### config.mk
export PLATFORM = sky130hd
export DESIGN_NAME = opfw_map
export DESIGN_NICKNAME = d
export VERILOG_FILES = /design/src/hw/rtl/opfw_pkg.sv /design/src/hw/rtl/opfw_map.sv
export SDC_FILE = /design/constraint.sdc
export NUM_CORES = 1
export LEC_CHECK = 0
export BUFFER_PORTS_ARGS = -buffer_cell sky130_fd_sc_hd__buf_2
export CORE_ASPECT_RATIO = 1.4
export CORE_MARGIN = 2
export CORE_UTILIZATION = 50
export CTS_BUF_LIST = sky130_fd_sc_hd__clkbuf_4 sky130_fd_sc_hd__clkbuf_8 sky130_fd_sc_hd__clkbuf_16
export DETAILED_ROUTE_END_ITERATION = 16
export PLACE_DENSITY = 0.69
export SLEW_MARGIN = 15
export SYNTH_ARGS = -nofsm -noshare
export SYNTH_HDL_FRONTEND = slang
export SYNTH_SLANG_ARGS = --single-unit
### constraint.sdc
create_clock -name clk -period 7.5 [get_ports clk]
set_clock_uncertainty 0.05 [all_clocks]
set_input_delay 1.125 -clock clk [delete_from_list [all_inputs] [get_ports clk]]
set_output_delay 1.125 -clock clk [all_outputs]
set_load 0.01 [all_outputs]
### src/hw/rtl/opfw_pkg.sv
// shared types, register codes and helpers for the oriented pixel format writer
// no dependencies; imported by the interfaces and every rtl module
package opfw_pkg;

  localparam int COORD_BITS_DEF = 16;
  localparam int CFG_DATA_W     = 18;
  localparam int CFG_INDEX_W    = 3;
  localparam int DIM_W          = 16;
  localparam int STRIDE_W       = 18;
  localparam int MAP_W          = 18;   // signed mapped coordinate, holds -131072..131071
  localparam int OFFSET_W       = 34;
  localparam int COL_OFF_W      = 18;   // mapped column times up to four bytes
  localparam int WORD_W         = 32;
  localparam int BYTES_W        = 3;

  // register indexes
  localparam logic [CFG_INDEX_W-1:0] REG_OUT_FORMAT  = 3'd0;
  localparam logic [CFG_INDEX_W-1:0] REG_SOURCE_KIND = 3'd1;
  localparam logic [CFG_INDEX_W-1:0] REG_ORIENTATION = 3'd2;
  localparam logic [CFG_INDEX_W-1:0] REG_HONOUR      = 3'd3;
  localparam logic [CFG_INDEX_W-1:0] REG_SWAP        = 3'd4;
  localparam logic [CFG_INDEX_W-1:0] REG_WIDTH       = 3'd5;
  localparam logic [CFG_INDEX_W-1:0] REG_HEIGHT      = 3'd6;
  localparam logic [CFG_INDEX_W-1:0] REG_STRIDE      = 3'd7;

  // output formats
  localparam logic [1:0] FMT_ARGB8888 = 2'd0;
  localparam logic [1:0] FMT_RGB565   = 2'd1;
  localparam logic [1:0] FMT_ALPHA8   = 2'd2;

  // source kinds
  localparam logic [2:0] KIND_GRAY     = 3'd4;
  localparam logic [2:0] KIND_GRAY_INV = 3'd5;
  localparam logic [2:0] KIND_RGB      = 3'd6;
  localparam logic [2:0] KIND_RGBA     = 3'd7;

  // orientation codes
  localparam logic [3:0] ORI_TOP_LEFT     = 4'd1;
  localparam logic [3:0] ORI_TOP_RIGHT    = 4'd2;
  localparam logic [3:0] ORI_BOTTOM_RIGHT = 4'd3;
  localparam logic [3:0] ORI_BOTTOM_LEFT  = 4'd4;
  localparam logic [3:0] ORI_LEFT_TOP     = 4'd5;
  localparam logic [3:0] ORI_RIGHT_TOP    = 4'd6;
  localparam logic [3:0] ORI_RIGHT_BOTTOM = 4'd7;
  localparam logic [3:0] ORI_LEFT_BOTTOM  = 4'd8;
  localparam logic [3:0] ORI_FLIP_FOLD    = 4'd4;

  // luminance weights
  localparam logic [7:0] LUM_R = 8'd77;
  localparam logic [7:0] LUM_G = 8'd150;
  localparam logic [7:0] LUM_B = 8'd29;
  localparam logic [7:0] SAMPLE_MAX = 8'hFF;

  // reset values
  localparam logic [1:0]          RST_OUT_FORMAT  = FMT_ARGB8888;
  localparam logic [2:0]          RST_SOURCE_KIND = KIND_RGB;
  localparam logic [3:0]          RST_ORIENTATION = ORI_TOP_LEFT;
  localparam logic [DIM_W-1:0]    RST_DIM         = 16'd1;
  localparam logic [STRIDE_W-1:0] RST_STRIDE      = 18'd4;

  typedef struct packed {
    logic [1:0]          out_format;
    logic [2:0]          source_kind;
    logic [3:0]          orientation;
    logic                honour;
    logic                swap;
    logic [DIM_W-1:0]    width;
    logic [DIM_W-1:0]    height;
    logic [STRIDE_W-1:0] stride;
  } cfg_t;

  // stage load enables
  typedef struct packed {
    logic s1;
    logic s2;
  } adv_t;

  function automatic logic [BYTES_W-1:0] fmt_bytes(input logic [1:0] fmt);
    logic [BYTES_W-1:0] n;
    case (fmt)
      FMT_RGB565: n = 3'd2;
      FMT_ALPHA8: n = 3'd1;
      default:    n = 3'd4;
    endcase
    return n;
  endfunction

  function automatic logic [1:0] fmt_shift(input logic [1:0] fmt);
    logic [1:0] s;
    case (fmt)
      FMT_RGB565: s = 2'd1;
      FMT_ALPHA8: s = 2'd0;
      default:    s = 2'd2;
    endcase
    return s;
  endfunction

endpackage

### src/hw/rtl/opfw_map.sv
// coordinate path: orientation mapping, then bounds test and offset products
// depends on opfw_pkg; stage enables come from the top level
module opfw_map
  import opfw_pkg::*;
#(
  parameter int COORD_BITS = COORD_BITS_DEF
)(
  input  logic                  clk,
  input  cfg_t                  cfg,
  input  adv_t                  adv,
  input  logic [COORD_BITS-1:0] col,
  input  logic [COORD_BITS-1:0] line,
  output logic                  in_bounds,
  output logic [OFFSET_W-1:0]   row_off,
  output logic [COL_OFF_W-1:0]  col_off
);

  logic [3:0]              ori;
  logic                    dims_swap;
  logic signed [MAP_W-1:0] lx, ly, w, h, xr, yr;
  logic signed [MAP_W-1:0] ox_next, oy_next;

  logic signed [MAP_W-1:0] ox, oy;
  logic [DIM_W-1:0]        bw, bh;

  // flip-only mode folds the transposing codes onto the plain flips
  always_comb begin
    ori = cfg.orientation;
    if (!cfg.honour && cfg.orientation >= ORI_LEFT_TOP &&
        cfg.orientation <= ORI_LEFT_BOTTOM) begin
      ori = cfg.orientation - ORI_FLIP_FOLD;
    end
  end

  assign dims_swap = cfg.honour && (cfg.orientation > ORI_BOTTOM_LEFT);

  assign lx = $signed(MAP_W'(col));
  assign ly = $signed(MAP_W'(line));
  assign w  = $signed(MAP_W'(cfg.width));
  assign h  = $signed(MAP_W'(cfg.height));
  assign xr = w - MAP_W'(1) - lx;
  assign yr = h - MAP_W'(1) - ly;

  always_comb begin
    case (ori)
      ORI_TOP_RIGHT:    begin ox_next = xr; oy_next = ly; end
      ORI_BOTTOM_RIGHT: begin ox_next = xr; oy_next = yr; end
      ORI_BOTTOM_LEFT:  begin ox_next = lx; oy_next = yr; end
      ORI_LEFT_TOP:     begin ox_next = ly; oy_next = lx; end
      ORI_RIGHT_TOP:    begin ox_next = yr; oy_next = lx; end
      ORI_RIGHT_BOTTOM: begin ox_next = yr; oy_next = xr; end
      ORI_LEFT_BOTTOM:  begin ox_next = ly; oy_next = xr; end
      default:          begin ox_next = lx; oy_next = ly; end
    endcase
  end

  always_ff @(posedge clk) begin
    if (adv.s1) begin
      ox <= ox_next;
      oy <= oy_next;
      bw <= dims_swap ? cfg.height : cfg.width;
      bh <= dims_swap ? cfg.width : cfg.height;
    end
  end

  always_ff @(posedge clk) begin
    if (adv.s2) begin
      in_bounds <= !ox[MAP_W-1] && !oy[MAP_W-1] &&
                   (ox < $signed(MAP_W'(bw))) && (oy < $signed(MAP_W'(bh)));
      row_off   <= OFFSET_W'(oy[DIM_W-1:0]) * OFFSET_W'(cfg.stride);
      col_off   <= COL_OFF_W'(ox[DIM_W-1:0]) << fmt_shift(cfg.out_format);
    end
  end

endmodule

==> flow_metrics.tcl <==
set metrics [dict create \
    holdPathStages 2 \
    fin_nets 2503 \
    fin_ws_ns 0.689 \
    seq_area_mm2 0.00363 \
    synth_most_common_cell "inv_1" \
    drcViolationCount 0 \
    period_share_pct 90.8 \
    grt_max_degree 69 \
    max-cap-violations 0 \
    final_cells 2480 \
    hold_violations 0 \
    clkTransAtPathRegs_ns 0.06 \
    async_flop_share_pct 0 \
    crit_fanout 16 \
    die_w_um 164 \
    r2r-end "row_off[31]$_DFFE_PP_" \
    synth-seq-cells 121 \
    final_antenna_net_count 0 \
    design_area_mm2 0.0197 \
    hpwl_um 38600 \
    cts-hold-fix-buffers 0 \
    synth_area_leaders "fa_1 25%, edfxtp_1 20%, ha_1 12%" \
    cts_tree "built" \
    grt_pass1_wl_um 74800 \
    crit_path_end_kind "flop" \
    pre_cts_slack_ns 0.268 \
    min_to "col_off[1]$_SDFFCE_PP0P_" \
    drive_above_1_share_pct 13.0 \
    initial_core_util_pct 51.0 \
    relSlewSlack_pct 25.8 \
    place_congestion 0.956 \
    initialDrtViolationCount 788 \
    grt_pass1_vias 14600 \
    vias 14000 \
    port_buffers 144 \
    cts_setup_buffers 0 \
    hold_path_class "reg2reg" \
    rows 81 \
    yosysWarnings 0 \
    synth.avg_cell_area_um2 9.48 \
    ff2ff_setup_slack_ns 0.86 \
    setup_violations 0 \
    synth_cells 1887 \
    clk_latency_ns 0.43 \
    wl_met2_um 25200 \
    antenna_found_initial 1 \
    synthTopCellsByCount "335 x inv_1, 224 x fa_1, 219 x nand2_1, 173 x ha_1, 138 x and2_1" \
    startpoint_type "input pin" \
    dp_cells 2447 \
    hp-start "ox[0]$_DFFE_PP_" \
    post_cts_resized 0 \
    max_freq_mhz 147 \
    rsz0062_at_grt "no" \
    wl_met1_um 16900 \
    numCtsBuffers 17 \
    htree_levels 4 \
    synthToLayoutAreaGrowth_pct 9.96 \
    post_dp_cell_area_mm2 0.0191 \
    ios 149 \
    outcome "completed" \
    grt_usage_pct 26.0 \
    crit_type "in2reg" \
    totalWireLength_um 47200 \
    die_h_um 228 \
    routedWlPerCell_um 19.0 \
    netlist-cell-type-count 80 \
    cts_buffer_depth 2 \
    dominantRegCellSynth "edfxtp_1" \
    rr_worst_depth 20 \
    highest_layer "met5" \
    vias_per_cell 5.66 \
    syn-num-nets 2380 \
    synth_edf_count 121 \
    yosysTopAreaCell "fa_1" \
    synth_top_area_share_pct 25.1 \
    tightest_slew_ns 1.11 \
    syn-cell-area_mm2 0.0179 \
    n_fill_cell 3132 \
    coreArea_mm2 0.0351 \
    clockRootBuffer "clkbuf_16" \
    fp.dieArea_mm2 0.0373 \
    drtPass1Iterations 8 \
    routed-wl-met3_um 2270 \
    slew_viol_final 0 \
    grt_remaining_overflow 0 \
    cts_num_sinks 121 \
    r2r-start "oy[10]$_DFFE_PP_" \
    tns_ns 0 \
    finalCriticalPeriod_ns 6.81 \
    crit_required_ns 7.63 \
    ys_seq_area_share_pct 20.3 \
    multi_input_area_mm2 0.0127 \
    critPathArrivalTime_ns 6.95 \
]
-- logic make-up after synthesis --
family	count (synthesis)	synth area share, %
compound gates	286	11.3
xor+xnor	82	4.02
fa+ha+maj	397	37.2
buf+inv	405	8.66
flops	121	20.3
mux	45	3.42
simple gates	551	15.1
-- final cells by class --
type / count / share of cell area, %
multi-input combinational: 1361 / 64.6
sequential: 121 / 18.5
inverter: 337 / 6.43
timing repair buffer: 172 / 4.73
tap: 456 / 2.90
clock buffer: 19 / 2.24
clock inverter: 13 / 0.611
antenna: 1 / 0.0127
-- worst max path at each step --
stage / startpoint / cells after the start / slack (ns) / to
2_1_floorplan: cfg[7] / 22 / 0.86 / row_off[29]$_DFFE_PP_
3_3_place_gp: cfg[11] / 20 / 0.36 / row_off[29]$_DFFE_PP_
3_5_place_dp: cfg[11] / 20 / 0.27 / row_off[29]$_DFFE_PP_
4_1_cts: cfg[11] / 20 / 0.72 / row_off[29]$_DFFE_PP_
5_1_grt: cfg[11] / 20 / 0.41 / row_off[29]$_DFFE_PP_
6_report: cfg[11] / 20 / 0.69 / row_off[29]$_DFFE_PP_
-- worst max-delay path: stages --
cell and delay, ns:
buf_2 0.39, nand2_1 0.15, fa_1 0.52, fa_1 0.55, fa_1 0.53, inv_1 0.06
fa_1 0.44, fa_1 0.53, inv_1 0.05, fa_1 0.48, inv_1 0.05, ha_1 0.35
a2111oi_0 0.41, o221ai_1 0.22, nand3_1 0.17, nand4_1 0.16, a41oi_1 0.39, o21bai_1 0.10
a21oi_1 0.18, xnor2_1 0.08
-- sequential cells by signal, indices dropped and copies added (netlist names) --
| signal | count |
|---|---|
| col_off | 18 |
| row_off | 34 |
| in_bounds | 1 |
| ox | 18 |
| bw | 16 |
| oy | 18 |
| bh | 16 |
-- routing by layer --
layer,GRT usage (%),up-vias
li1,-,6475
met1,28.3,6956
met2,48.4,463
met3,3.05,134
met4,13.8,2
met5,0,-
-- stage by stage --
step                utilization, %  hold WS, ns
detailed placement            54.5        0.647
floorplan                        -        0.543
CTS                           56.1        0.661
global route                  56.1        0.699
finish                        56.1        0.659
global placement              54.5        0.617
-- cells in the final DEF (no fill, tap or decap), types with 56 or more instances in the layout --
cell,Yosys,final
edfxtp_1,121,121
ha_1,173,173
and2_1,138,138
fa_1,224,224
inv_1,335,335
xnor2_1,56,56
a21oi_1,70,70
buf_2,7,144
nor2_1,75,75
nand2_1,219,219
Power is left out: the tool's default activity adds up to more than one toggle a clock period on the data nets, which glitch-free logic cannot reach.
