<file path="src/hw/rtl/opfw_pkg.sv">
// shared types, register codes and helpers for the oriented pixel format writer
// no dependencies; imported by the interfaces and every rtl module
package opfw_pkg;

  localparam int COORD_BITS_DEF = 16;
  localparam int CFG_DATA_W     = 18;
  localparam int CFG_INDEX_W    = 3;
  localparam int DIM_W          = 16;
  localparam int STRIDE_W       = 18;
  localparam int MAP_W          = 18;   // signed mapped coordinate, holds -131072..131071
  localparam int OFFSET_W       = 34;
  localparam int COL_OFF_W      = 18;   // mapped column times up to four bytes
  localparam int WORD_W         = 32;
  localparam int BYTES_W        = 3;

  // register indexes
  localparam logic [CFG_INDEX_W-1:0] REG_OUT_FORMAT  = 3'd0;
  localparam logic [CFG_INDEX_W-1:0] REG_SOURCE_KIND = 3'd1;
  localparam logic [CFG_INDEX_W-1:0] REG_ORIENTATION = 3'd2;
  localparam logic [CFG_INDEX_W-1:0] REG_HONOUR      = 3'd3;
  localparam logic [CFG_INDEX_W-1:0] REG_SWAP        = 3'd4;
  localparam logic [CFG_INDEX_W-1:0] REG_WIDTH       = 3'd5;
  localparam logic [CFG_INDEX_W-1:0] REG_HEIGHT      = 3'd6;
  localparam logic [CFG_INDEX_W-1:0] REG_STRIDE      = 3'd7;

  // output formats
  localparam logic [1:0] FMT_ARGB8888 = 2'd0;
  localparam logic [1:0] FMT_RGB565   = 2'd1;
  localparam logic [1:0] FMT_ALPHA8   = 2'd2;

  // source kinds
  localparam logic [2:0] KIND_GRAY     = 3'd4;
  localparam logic [2:0] KIND_GRAY_INV = 3'd5;
  localparam logic [2:0] KIND_RGB      = 3'd6;
  localparam logic [2:0] KIND_RGBA     = 3'd7;

  // orientation codes
  localparam logic [3:0] ORI_TOP_LEFT     = 4'd1;
  localparam logic [3:0] ORI_TOP_RIGHT    = 4'd2;
  localparam logic [3:0] ORI_BOTTOM_RIGHT = 4'd3;
  localparam logic [3:0] ORI_BOTTOM_LEFT  = 4'd4;
  localparam logic [3:0] ORI_LEFT_TOP     = 4'd5;
  localparam logic [3:0] ORI_RIGHT_TOP    = 4'd6;
  localparam logic [3:0] ORI_RIGHT_BOTTOM = 4'd7;
  localparam logic [3:0] ORI_LEFT_BOTTOM  = 4'd8;
  localparam logic [3:0] ORI_FLIP_FOLD    = 4'd4;

  // luminance weights
  localparam logic [7:0] LUM_R = 8'd77;
  localparam logic [7:0] LUM_G = 8'd150;
  localparam logic [7:0] LUM_B = 8'd29;
  localparam logic [7:0] SAMPLE_MAX = 8'hFF;

  // reset values
  localparam logic [1:0]          RST_OUT_FORMAT  = FMT_ARGB8888;
  localparam logic [2:0]          RST_SOURCE_KIND = KIND_RGB;
  localparam logic [3:0]          RST_ORIENTATION = ORI_TOP_LEFT;
  localparam logic [DIM_W-1:0]    RST_DIM         = 16'd1;
  localparam logic [STRIDE_W-1:0] RST_STRIDE      = 18'd4;

  typedef struct packed {
    logic [1:0]          out_format;
    logic [2:0]          source_kind;
    logic [3:0]          orientation;
    logic                honour;
    logic                swap;
    logic [DIM_W-1:0]    width;
    logic [DIM_W-1:0]    height;
    logic [STRIDE_W-1:0] stride;
  } cfg_t;

  // stage load enables
  typedef struct packed {
    logic s1;
    logic s2;
  } adv_t;

  function automatic logic [BYTES_W-1:0] fmt_bytes(input logic [1:0] fmt);
    logic [BYTES_W-1:0] n;
    case (fmt)
      FMT_RGB565: n = 3'd2;
      FMT_ALPHA8: n = 3'd1;
      default:    n = 3'd4;
    endcase
    return n;
  endfunction

  function automatic logic [1:0] fmt_shift(input logic [1:0] fmt);
    logic [1:0] s;
    case (fmt)
      FMT_RGB565: s = 2'd1;
      FMT_ALPHA8: s = 2'd0;
      default:    s = 2'd2;
    endcase
    return s;
  endfunction

endpackage

</file>
<file path="src/hw/rtl/opfw_pix.sv">
// pixel path: source decode with luminance products, then swap and packing
// depends on opfw_pkg; stage enables come from the top level
module opfw_pix
  import opfw_pkg::*;
(
  input  logic              clk,
  input  cfg_t              cfg,
  input  adv_t              adv,
  input  logic [7:0]        byte0,
  input  logic [7:0]        byte1,
  input  logic [7:0]        byte2,
  input  logic [7:0]        byte3,
  input  logic [2:0]        bit_index,
  output logic [WORD_W-1:0] word
);

  logic        alpha8;
  logic        pick_bit;
  logic        black;
  logic [7:0]  gray;
  logic [7:0]  r_next, g_next, b_next, a_next;

  logic [7:0]  r1, g1, b1, a1;
  logic        use_lum;
  logic [15:0] pr, pg, pb;

  logic [16:0] lum_sum;
  logic [7:0]  a2;
  logic [7:0]  rs, bs;

  assign alpha8 = (cfg.out_format == FMT_ALPHA8);

  // msb-first picks bit 7 - index
  assign pick_bit = cfg.source_kind[0] ? byte0[~bit_index] : byte0[bit_index];
  assign black    = cfg.source_kind[1] ? pick_bit : !pick_bit;
  assign gray     = (cfg.source_kind == KIND_GRAY_INV) ? (SAMPLE_MAX - byte0) : byte0;

  always_comb begin
    r_next = byte0;
    g_next = byte1;
    b_next = byte2;
    a_next = SAMPLE_MAX;
    case (cfg.source_kind)
      KIND_GRAY, KIND_GRAY_INV: begin
        r_next = gray;
        g_next = gray;
        b_next = gray;
        a_next = alpha8 ? gray : SAMPLE_MAX;
      end
      KIND_RGB: begin
        a_next = SAMPLE_MAX;
      end
      KIND_RGBA: begin
        a_next = byte3;
      end
      default: begin
        // bilevel
        r_next = (black || alpha8) ? 8'd0 : SAMPLE_MAX;
        g_next = r_next;
        b_next = r_next;
        a_next = (alpha8 && !black) ? 8'd0 : SAMPLE_MAX;
      end
    endcase
  end

  always_ff @(posedge clk) begin
    if (adv.s1) begin
      r1      <= r_next;
      g1      <= g_next;
      b1      <= b_next;
      a1      <= a_next;
      use_lum <= alpha8 && (cfg.source_kind == KIND_RGB);
      pr      <= 16'(byte0) * 16'(LUM_R);
      pg      <= 16'(byte1) * 16'(LUM_G);
      pb      <= 16'(byte2) * 16'(LUM_B);
    end
  end

  assign lum_sum = 17'(pr) + 17'(pg) + 17'(pb);
  assign a2      = use_lum ? lum_sum[15:8] : a1;
  assign rs      = cfg.swap ? b1 : r1;
  assign bs      = cfg.swap ? r1 : b1;

  always_ff @(posedge clk) begin
    if (adv.s2) begin
      case (cfg.out_format)
        FMT_ALPHA8: word <= {24'd0, a2};
        FMT_RGB565: word <= {16'd0, rs[7:3], g1[7:2], bs[7:3]};
        default:    word <= {a2, bs, g1, rs};
      endcase
    end
  end

endmodule

</file>
<file path="config.mk">
export PLATFORM = sky130hd
export DESIGN_NAME = opfw_pix
export DESIGN_NICKNAME = d
export VERILOG_FILES = /design/src/hw/rtl/opfw_pkg.sv /design/src/hw/rtl/opfw_pix.sv
export SDC_FILE = /design/constraint.sdc
export NUM_CORES = 1
export LEC_CHECK = 0
export ABC_AREA = 1
export BUFFER_PORTS_ARGS = -buffer_cell sky130_fd_sc_hd__buf_4
export CORE_MARGIN = 2
export CORE_UTILIZATION = 50
export CTS_CLUSTER_SIZE = 20
export DETAILED_ROUTE_END_ITERATION = 10
export GPL_TIMING_DRIVEN = 0
export PLACE_DENSITY = 0.71
export SLEW_MARGIN = 20
export SYNTH_ARGS = -nofsm -noshare
export SYNTH_HDL_FRONTEND = slang
export SYNTH_SLANG_ARGS = --single-unit
export TNS_END_PERCENT = 50
</file>
<file path="constraint.sdc">
create_clock -name clk -period 8.52 [get_ports clk]
set_input_delay 0.852 -clock clk [delete_from_list [all_inputs] [get_ports clk]]
set_output_delay 0.852 -clock clk [all_outputs]
set_load 0.02 [all_outputs]
</file>
==> results.json, run 1 <==
{
  "p_leak_nw": 4.91,
  "layout-drive-gt1-share_pct": 12.2,
  "whs_ns": 0.539,
  "vias_per_cell": 5.12,
  "peakVddDrop_v": 0.000167,
  "overflow": 0,
  "cts_buffers": 9,
  "synth_edf_count": 108,
  "dp_cells": 1239,
  "tritoncts": "done",
  "stdcell_count": 1255,
  "routed_wl_um": 19100,
  "root_buffer": "clkbuf_16",
  "dieArea_mm2": 0.0183,
  "dp_hpwl_um": 15500,
  "cp_max_fo": 6,
  "gp_congestion": 0.892,
  "power_density_mw_per_mm2": 285,
  "drt_iter0_markers": 451,
  "insertion_delay_ns": 0.36,
  "final_hold_viol_count": 0,
  "vias": 6428,
  "initial_core_util_pct": 50.4,
  "setup_viol_count_final": 0,
  "postCtsSetupBuffers": 0,
  "yosys_most_used_dff": "edfxtp_1",
  "first_pass_iters": 5,
  "postSynth.asyncResetShare_pct": 0,
  "port_buffers": 73,
  "timing.critical_path.required_ns": 8.70,
  "layout_common_cells": "189 x nand2_1, 165 x inv_1, 115 x ha_1",
  "antenna_found_initial": 0,
  "yosys_warnings": 0,
  "final_antenna_net_count": 0,
  "syn_to_final_growth_pct": 13.2,
  "fin_crit_sh_pct": 43.2,
  "final_nets": 1277,
  "drv_slew": 0,
  "finalSetupTns_ns": 0,
  "avgSynthCellArea_um2": 9.17,
  "h-tree-depth": 3,
  "synth.distinct_cells": 38,
  "clk_pin_slew_worst_paths_ns": 0.07,
  "min_path_type": "register to register",
  "drv_cap": 0,
  "crit_top_cell": "ha_1",
  "antenna_cells": 0,
  "ys_ff_latch": 108,
  "grt_use_total_pct": 21.5,
  "finish.utilization_pct": 57.1,
  "coreArea_mm2": 0.0171,
  "crit_chain": "buf_4, ha_1, ha_1, inv_1, fa_1, fa_1, inv_1, ha_1, nand2_1, o21ai_0, nand2_1, nand3_1, xor2_1",
  "synth.top_cell.area_share_pct": 37.6,
  "cts_hold_buf": 0,
  "arrival_ns": 3.86,
  "wl_per_cell_um": 15.2,
  "crit_path_end_kind": "register",
  "crit_type": "input pin to register",
  "synth.area.top_cells": "edfxtp_1 38%, ha_1 17%, fa_1 8.8%",
  "mostFrequentLayoutCell": "nand2_1",
  "grt_pass1_vias": 5793,
  "max_stage_delay_ns": 0.53,
  "relSlewSlack_pct": 35.1,
  "yosysSeqAreaShare_pct": 37.6,
  "rsz0062_at_grt": "no",
  "fin_crit_ns": 3.68,
  "route.detailed.drc": 0,
  "clock_sinks": 108,
  "dieWidth_um": 135,
  "rows": 48,
  "worst_pin_slew_ns": 0.974,
  "synthCells": 941,
  "grt_pass1_wl_um": 30100,
  "start_kind": "input pin",
  "grt_max_degree": 77,
  "synthesis.area_mm2": 0.00863,
  "ioPinCount": 131,
  "max_freq_mhz": 272,
  "die_h_um": 135,
  "cp_slowest_cell": "fa_1",
  "clock_path_buffers": 2,
  "place_ws_ns": 4.48,
  "layout_setup_ws_ns": 4.84,
  "fin_skew_ns": 0.00656,
  "synth_fp_nets": 1193,
  "status": "complete, no violations",
  "ctsResizeCount": 0,
  "yosysTopAreaCell": "edfxtp_1"
}
-- cell usage after synthesis, types with 2 or more instances --
library cell and number:
a21o_1 4, a21oi_1 43, a31oi_1 2, buf_2 3, buf_6 3, clkbuf_1 7, edfxtp_1 108, fa_1 38
ha_1 115, inv_1 165, inv_2 5, mux2i_1 10, nand2_1 189, nand2_2 12, nand3_1 53, nand3_2 3
nand4_1 5, nor2_1 59, nor3_1 5, o211ai_1 2, o21a_1 2, o21ai_0 46, o22ai_1 5, or2_2 9
xnor2_1 7, xor2_1 29
-- per-stage QoR --
| step | power, W | area, um2 |
|---|---|---|
| 6_report | 0.00278 | 9770 |
| 5_1_grt | 0.00304 | 9770 |
| 2_1_floorplan | 0.00192 | 8630 |
| 4_1_cts | 0.00278 | 9770 |
| 3_5_place_dp | 0.00233 | 9460 |
| 3_3_place_gp | 0.00230 | 9460 |
-- state kept, by name, indices dropped and copies added (netlist names) --
signal,count
a1,8
b1,8
g1,8
use_lum,1
pr,15
word,32
r1,8
pg,15
pb,13
-- path summary, 6_finish.rpt --
| kind | from | to | slack [ns] | depth (start not counted) |
|---|---|---|---|---|
| max | byte0[4] | pr[13] | 4.84 | 13 |
| min | g1[0] | word[8] | 0.54 | 2 |
| max reg2reg | pr[10] | word[7] | 5.99 | 12 |
| min reg2reg | g1[0] | word[8] | 0.54 | 2 |
-- critical path, delay by kind of cell --
kind	cells	cell delay, ns
AND/OR/NAND/NOR	3	0.30
adder cells (fa/ha/maj)	5	1.96
buffers and inverters	3	0.25
XOR/XNOR	1	0.22
AO/OA/AOI/OAI	1	0.27
-- final cells by class --
type / instances / area, um2
Buffer: 13 / 75.1
Clock buffer: 10 / 229
Clock inverter: 6 / 80.1
Fill cell: 1507 / 7340
Inverter: 172 / 648
Multi-Input combinational cell: 648 / 4670
Sequential cell: 108 / 3240
Tap cell: 225 / 282
Timing Repair Buffer: 73 / 548
-- report_power, final --
group | switching [W] | total (W) | internal, W
clock | 0.000202 | 0.000437 | 0.000235
sequential | 0.0000596 | 0.000806 | 0.000746
combinational | 0.000960 | 0.00154 | 0.000580
-- per-layer routing --
metal,track usage [%],vias up,share of wire (%)
met2,34.2,162,46
met1,31.5,2974,48
li1,-,3270,-
met4,4.80,0,1.4
met3,3.14,22,4.7
met5,0,-,0
-- cell families (layout without fill, tap and decap cells) --
family,after synthesis,count (layout),synth area share [%]
buf+inv,185,274,8.38
compound gates,110,110,6.93
xor+xnor,36,36,3.65
mux,10,10,1.16
simple gates,339,339,16.8
flops,108,108,37.6
fa+ha+maj,153,153,25.5
Note: power is estimated with default switching activity, not from simulation.
==> run 2, diff against run 1 <==
--- a/config.mk
+++ b/config.mk
@@ -12,7 +12,7 @@
 export CTS_CLUSTER_SIZE = 20
 export DETAILED_ROUTE_END_ITERATION = 10
 export GPL_TIMING_DRIVEN = 0
-export PLACE_DENSITY = 0.71
+export PLACE_DENSITY = 0.74
 export SLEW_MARGIN = 20
 export SYNTH_ARGS = -nofsm -noshare
 export SYNTH_HDL_FRONTEND = slang
==> constraint.sdc (replaced) <==
create_clock -name clk -period 3 [get_ports clk]
set_input_delay 0.3 -clock clk [delete_from_list [all_inputs] [get_ports clk]]
set_output_delay 0.3 -clock clk [all_outputs]
set_load 0.02 [all_outputs]
==> run 2 against run 1 <==
  * Combinational power grew to 2.9 times the previous value
  * Core utilization grew 0.67 points
  * Via count is essentially flat
  * Sequential share of layout area shrank 0.39 points
  * Largest cell class unchanged
  * Highest routed layer unchanged
==> results.json, run 2 (same netlist as run 1, synthesis figures left out) <==
{
  "fin_crit_ns": 2.91,
  "crit_top_cell": "ha_1",
  "clock_sinks": 108,
  "post-route-cell-area_mm2": 0.00989,
  "dp_cells": 1239,
  "final_antenna_net_count": 0,
  "drt_iter0_markers": 487,
  "dieArea_mm2": 0.0183,
  "status": "complete, no violations",
  "dp_hpwl_um": 15200,
  "coreArea_mm2": 0.0171,
  "route.detailed.drc": 0,
  "whs_path_depth": 1,
  "grt_pass1_vias": 6023,
  "grt_pass1_wl_um": 29900,
  "die_h_um": 135,
  "gp_congestion": 0.964,
  "h-tree-depth": 3,
  "total_power_w": 0.00795,
  "cp_max_fo": 5,
  "fin_skew_ns": 0.0102,
  "worst_pin_slew_ns": 0.969,
  "cp_slowest_cell": "fa_1",
  "syn_to_final_growth_pct": 14.5,
  "routed_wl_um": 18600,
  "peakVddDrop_v": 0.000525,
  "max_flop_register": "word",
  "largest_reg_flops": 32,
  "cts_hold_buf": 0,
  "crit_chain": "buf_4, ha_1, ha_1, ha_1, inv_1, fa_1, inv_1, ha_1, a21oi_2, a21boi_2, o21ai_1, nand3_1, nand2_1, nand2_1, nand2_1",
  "insertion_delay_ns": 0.36,
  "rsz0062_at_grt": "yes",
  "start_kind": "input pin",
  "layout_common_cells": "186 x nand2_1, 164 x inv_1, 110 x ha_1",
  "wl_per_cell_um": 14.8,
  "root_buffer": "clkbuf_16",
  "dieWidth_um": 135,
  "relSlewSlack_pct": 35.4,
  "cts_buffers": 9,
  "min_path_type": "input pin to register",
  "layout-drive-gt1-share_pct": 14.3,
  "rows": 48,
  "final_hold_viol_count": 0,
  "grt_max_degree": 77,
  "overflow": 0,
  "initial_core_util_pct": 50.4,
  "antenna_found_initial": 0,
  "final_nets": 1280,
  "mostFrequentLayoutCell": "nand2_1",
  "arrival_ns": 3.01,
  "stdcell_count": 1258,
  "vias_per_cell": 5.11,
  "postPlaceCellArea_mm2": 0.00949,
  "crit_path_end_kind": "register",
  "whs_ns": 0.148,
  "tritoncts": "done",
  "fin_crit_sh_pct": 96.8,
  "p_leak_nw": 4.92,
  "drv_slew": 0,
  "antenna_cells": 0,
  "power_density_mw_per_mm2": 804,
  "grt_use_total_pct": 21.2,
  "crit_type": "input pin to register",
  "timing.critical_path.required_ns": 3.10,
  "vias": 6434,
  "max_freq_mhz": 344,
  "first_pass_iters": 5,
  "clk_pin_slew_worst_paths_ns": 0.07,
  "clock_path_buffers": 2,
  "port_buffers": 73,
  "worst-r2r-cell-count": 10,
  "setup_viol_count_final": 0,
  "drv_cap": 0,
  "ioPinCount": 131,
  "reg.largest.list": "word x32, pg x15, pr x15",
  "max_stage_delay_ns": 0.50
}
## run 2: worst paths after layout
| kind | startpoint | endpoint | slack (ns) |
|---|---|---|---|
| worst max-delay path | byte1[3] | pg[12] | 0.09 |
| worst min-delay path | byte2[1] | pb[1] | 0.15 |
| worst max register to register | pr[11] | word[6] | 0.47 |
| worst min register to register | g1[0] | word[8] | 0.54 |
## run 2: layer usage
metal | track usage (%) | share of wire, % | up-vias
met5 | 0 | 0 | -
met4 | 8.56 | 3.3 | 0
met3 | 2.96 | 5.3 | 29
met2 | 35.2 | 47 | 190
met1 | 28.2 | 44 | 2943
li1 | - | - | 3272
## run 2: final cells by class
cell class / instances / area (um2)
clock buffer: 9 / 225
multi-input combinational: 648 / 4780
fill: 1460 / 7230
sequential: 108 / 3240
tap: 225 / 282
buffer: 13 / 75.1
timing repair buffer: 76 / 571
inverter: 172 / 652
clock inverter: 7 / 61.3
## run 2: timing repair
item	CTS	global route
gates resized for setup	4	17
setup endpoints to repair	3	9
buffers inserted	0	3
pin swaps	0	10
## run 2: worst max-delay path: cells and delay by family
| family | cells | cell delay, ns |
|---|---|---|
| adders and majority gates | 5 | 1.69 |
| AOI/OAI and AO/OA | 3 | 0.49 |
| and+or+nand+nor | 4 | 0.28 |
| buffers and inverters | 3 | 0.24 |
## run 2: per-stage QoR
stage          TNS (ns)  util [%]  setup slack (ns)
2_1_floorplan    -0.122         -           -0.0545
3_3_place_gp      -4.53      55.5            -0.474
3_5_place_dp      -4.95      55.5            -0.485
4_1_cts               0      57.2          0.000102
5_1_grt         -0.0553      57.8           -0.0382
6_report              0      57.8            0.0949
## run 2: power breakdown
| part | switching, W | total [W] | leakage (nW) | internal, W |
|---|---|---|---|---|
| clock network | 0.000570 | 0.00115 | 0.138 | 0.000576 |
| logic | 0.00281 | 0.00452 | 3.71 | 0.00171 |
| registers | 0.000160 | 0.00228 | 1.07 | 0.00212 |
==> run 3, diff against run 2 <==
--- a/config.mk
+++ b/config.mk
@@ -5,7 +5,6 @@
 export SDC_FILE = /design/constraint.sdc
 export NUM_CORES = 1
 export LEC_CHECK = 0
-export ABC_AREA = 1
 export BUFFER_PORTS_ARGS = -buffer_cell sky130_fd_sc_hd__buf_4
 export CORE_MARGIN = 2
 export CORE_UTILIZATION = 50
@@ -17,4 +16,4 @@
 export SYNTH_ARGS = -nofsm -noshare
 export SYNTH_HDL_FRONTEND = slang
 export SYNTH_SLANG_ARGS = --single-unit
-export TNS_END_PERCENT = 50
+export TNS_END_PERCENT = 100
==> run 3 against run 2 <==
  * The run now ends with setup timing left
  * Total power increased by 6.3%
  * Via count fell by 4.8%
  * First-iteration DRC count decreased by 15%
  * Die area shrank 1.8%
  * Synthesized cell count fell by 19%
  * Clock skew fell by 0.0047 ns
  * Wire length up 6.3%
  * Critical endpoint is now pb[12]
  * Largest power group unchanged
==> results.json, run 3 <==
{
  "grt_most_used_layer": "met2",
  "insertion_delay_ns": 0.35,
  "root_buffer": "clkbuf_16",
  "cts_buffers": 9,
  "dp_hpwl_um": 15200,
  "coreArea_mm2": 0.0166,
  "rows": 47,
  "avgSynthCellArea_um2": 11.1,
  "yosys_warnings": 0,
  "use_met1_pct": 29.4,
  "max_flop_register": "word",
  "yosysMostFrequentCell": "ha_1",
  "synthCells": 761,
  "final_hold_viol_count": 0,
  "layout_common_cells": "108 x edfxtp_1, 98 x ha_1, 77 x buf_4",
  "layout-drive-gt1-share_pct": 21.2,
  "routed_wl_um": 19800,
  "yosysSeqAreaShare_pct": 38.3,
  "die_h_um": 134,
  "dieArea_mm2": 0.0180,
  "vias": 6127,
  "finalSetupTns_ns": -0.285,
  "grt_use_total_pct": 22.2,
  "max_freq_mhz": 320,
  "timing.critical_path.required_ns": 3.19,
  "largest_reg_flops": 32,
  "peakVddDrop_v": 0.000581,
  "drt_iter0_markers": 416,
  "stdcell_count": 1077,
  "setup_viol_count_final": 3,
  "post-route-cell-area_mm2": 0.0101,
  "reg.largest.list": "word x32, pg x15, pr x15",
  "finish.utilization_pct": 61.0,
  "drv_slew": 0,
  "power_density_mw_per_mm2": 836,
  "synthesis.area_mm2": 0.00847,
  "first_pass_iters": 5,
  "crit_type": "input pin to register",
  "synth_fp_nets": 1013,
  "ioPinCount": 131,
  "final_nets": 1104,
  "tritoncts": "done",
  "start_kind": "input pin",
  "synth.distinct_cells": 59,
  "crit_path_end_kind": "register",
  "vias_per_cell": 5.69,
  "drv_cap": 0,
  "postPlaceCellArea_mm2": 0.00946,
  "met2_usage_pct": 37.4,
  "route.detailed.drc": 0,
  "synth.area.top_cells": "edfxtp_1 38%, ha_1 17%, fa_1 9.0%",
  "clock_sinks": 108,
  "synth_edf_count": 108,
  "clk_pin_slew_worst_paths_ns": 0.08,
  "arrival_ns": 3.32,
  "global_route.usage.met3_pct": 2.68,
  "postSynth.asyncResetShare_pct": 0,
  "gp_congestion": 0.958,
  "yosysTopAreaCell": "edfxtp_1",
  "worst_pin_slew_ns": 0.950,
  "ys_ff_latch": 108,
  "mostFrequentLayoutCell": "edfxtp_1",
  "synth.top_cell.area_share_pct": 38.3,
  "port_buffers": 71,
  "p_leak_nw": 4.38,
  "cp_max_fo": 4,
  "antenna_found_initial": 0,
  "final_antenna_net_count": 0,
  "yosys_most_used_dff": "edfxtp_1",
  "antenna_cells": 0,
  "layout_setup_ws_ns": -0.129,
  "grt_pass1_vias": 5922,
  "grt_max_degree": 77,
  "worst-r2r-cell-count": 8,
  "wl_per_cell_um": 18.3,
  "fin_crit_ns": 3.13,
  "h-tree-depth": 3,
  "relSlewSlack_pct": 36.7,
  "rsz0062_at_grt": "yes",
  "violations": "setup timing",
  "clock_path_buffers": 2,
  "whs_path_depth": 1,
  "fin_crit_sh_pct": 104,
  "grt_pass1_wl_um": 30700,
  "cts_hold_buf": 0,
  "status": "complete, but fails checks",
  "fin_skew_ns": 0.00548,
  "synth_commonest_cells": "115 x ha_1, 108 x edfxtp_1, 65 x inv_1",
  "overflow": 0,
  "syn_to_final_growth_pct": 19.4,
  "min_path_type": "input pin to register",
  "total_power_w": 0.00845,
  "dp_cells": 1052,
  "initial_core_util_pct": 51.1,
  "dieWidth_um": 134
}
==> run 3: changes by cell type after synthesis, moves of 8 or more <==
cell,change
and3_1,+8
clkbuf_1,+13
nand2_1,-133
xnor2_1,+20
a21o_1,+24
nor2b_1,+12
or2_2,-8
nor3_1,+8
nand3_1,-46
o21ai_0,-10
inv_1,-100
nor2_1,-23
==> run 3: layout make-up <==
type                       count  area, um2
fill                        1341       6470
multi-input combinational    559       5230
sequential                   108       3240
timing repair buffer          85        683
tap                          220        275
inverter                      65        255
clock buffer                   9        225
buffer                        24        119
clock inverter                 7       83.8
==> run 3: layer usage <==
metal	routed length (um)	vias to the layer above
met5	0	-
li1	-	2952
met4	723	0
met2	9570	226
met3	987	39
met1	8480	2910
==> run 3: logic make-up (layout without fill, tap and decap cells) <==
logic type	after synthesis	after routing	synth area share, %
compound gates	173	173	13.4
simple gates	158	158	8.85
fa+ha+maj	153	153	26.0
flops	108	108	38.3
buf+inv	94	190	4.50
xor+xnor	51	51	5.27
mux	24	24	3.71
==> run 3: timing repair <==
| action | in CTS | in global routing |
|---|---|---|
| buffers inserted | 7 | 7 |
| pin swaps | 3 | 29 |
| cloned | 0 | 0 |
| gates resized for setup | 23 | 37 |
| hold endpoints to repair | 0 | 0 |
| setup endpoints to repair | 5 | 16 |
==> run 3: path summary, 6_finish.rpt <==
path / start / to / slack [ns]
worst max-delay path: byte2[0] / pb[12] / -0.13
worst max register to register: pr[9] / word[31] / 0.10
worst min register to register: g1[0] / word[8] / 0.55
worst min-delay path: byte2[1] / pb[1] / 0.14
==> run 3: where the power goes <==
group          switching, W  internal [W]
clock network      0.000603      0.000596
registers          0.000168       0.00214
logic               0.00283       0.00211
total               0.00360       0.00485
==> run 3: stage by stage <==
stage / hold slack [ns] / setup slack, ns
floorplan: 0.399 / -0.175
global placement: 0.509 / -0.669
detailed placement: 0.508 / -0.602
CTS: 0.136 / -0.0963
global route: 0.135 / -0.212
finish: 0.142 / -0.129
==> run 3: worst max-delay path, cell delays in order <==
cell and delay [ns]:
buf_4 0.10, inv_1 0.11, fa_1 0.55, inv_1 0.04, ha_1 0.28, ha_1 0.33
ha_1 0.33, a21oi_2 0.18, nor2b_4 0.06, o31a_1 0.26, or4_4 0.46, and3_4 0.17
a211oi_2 0.14
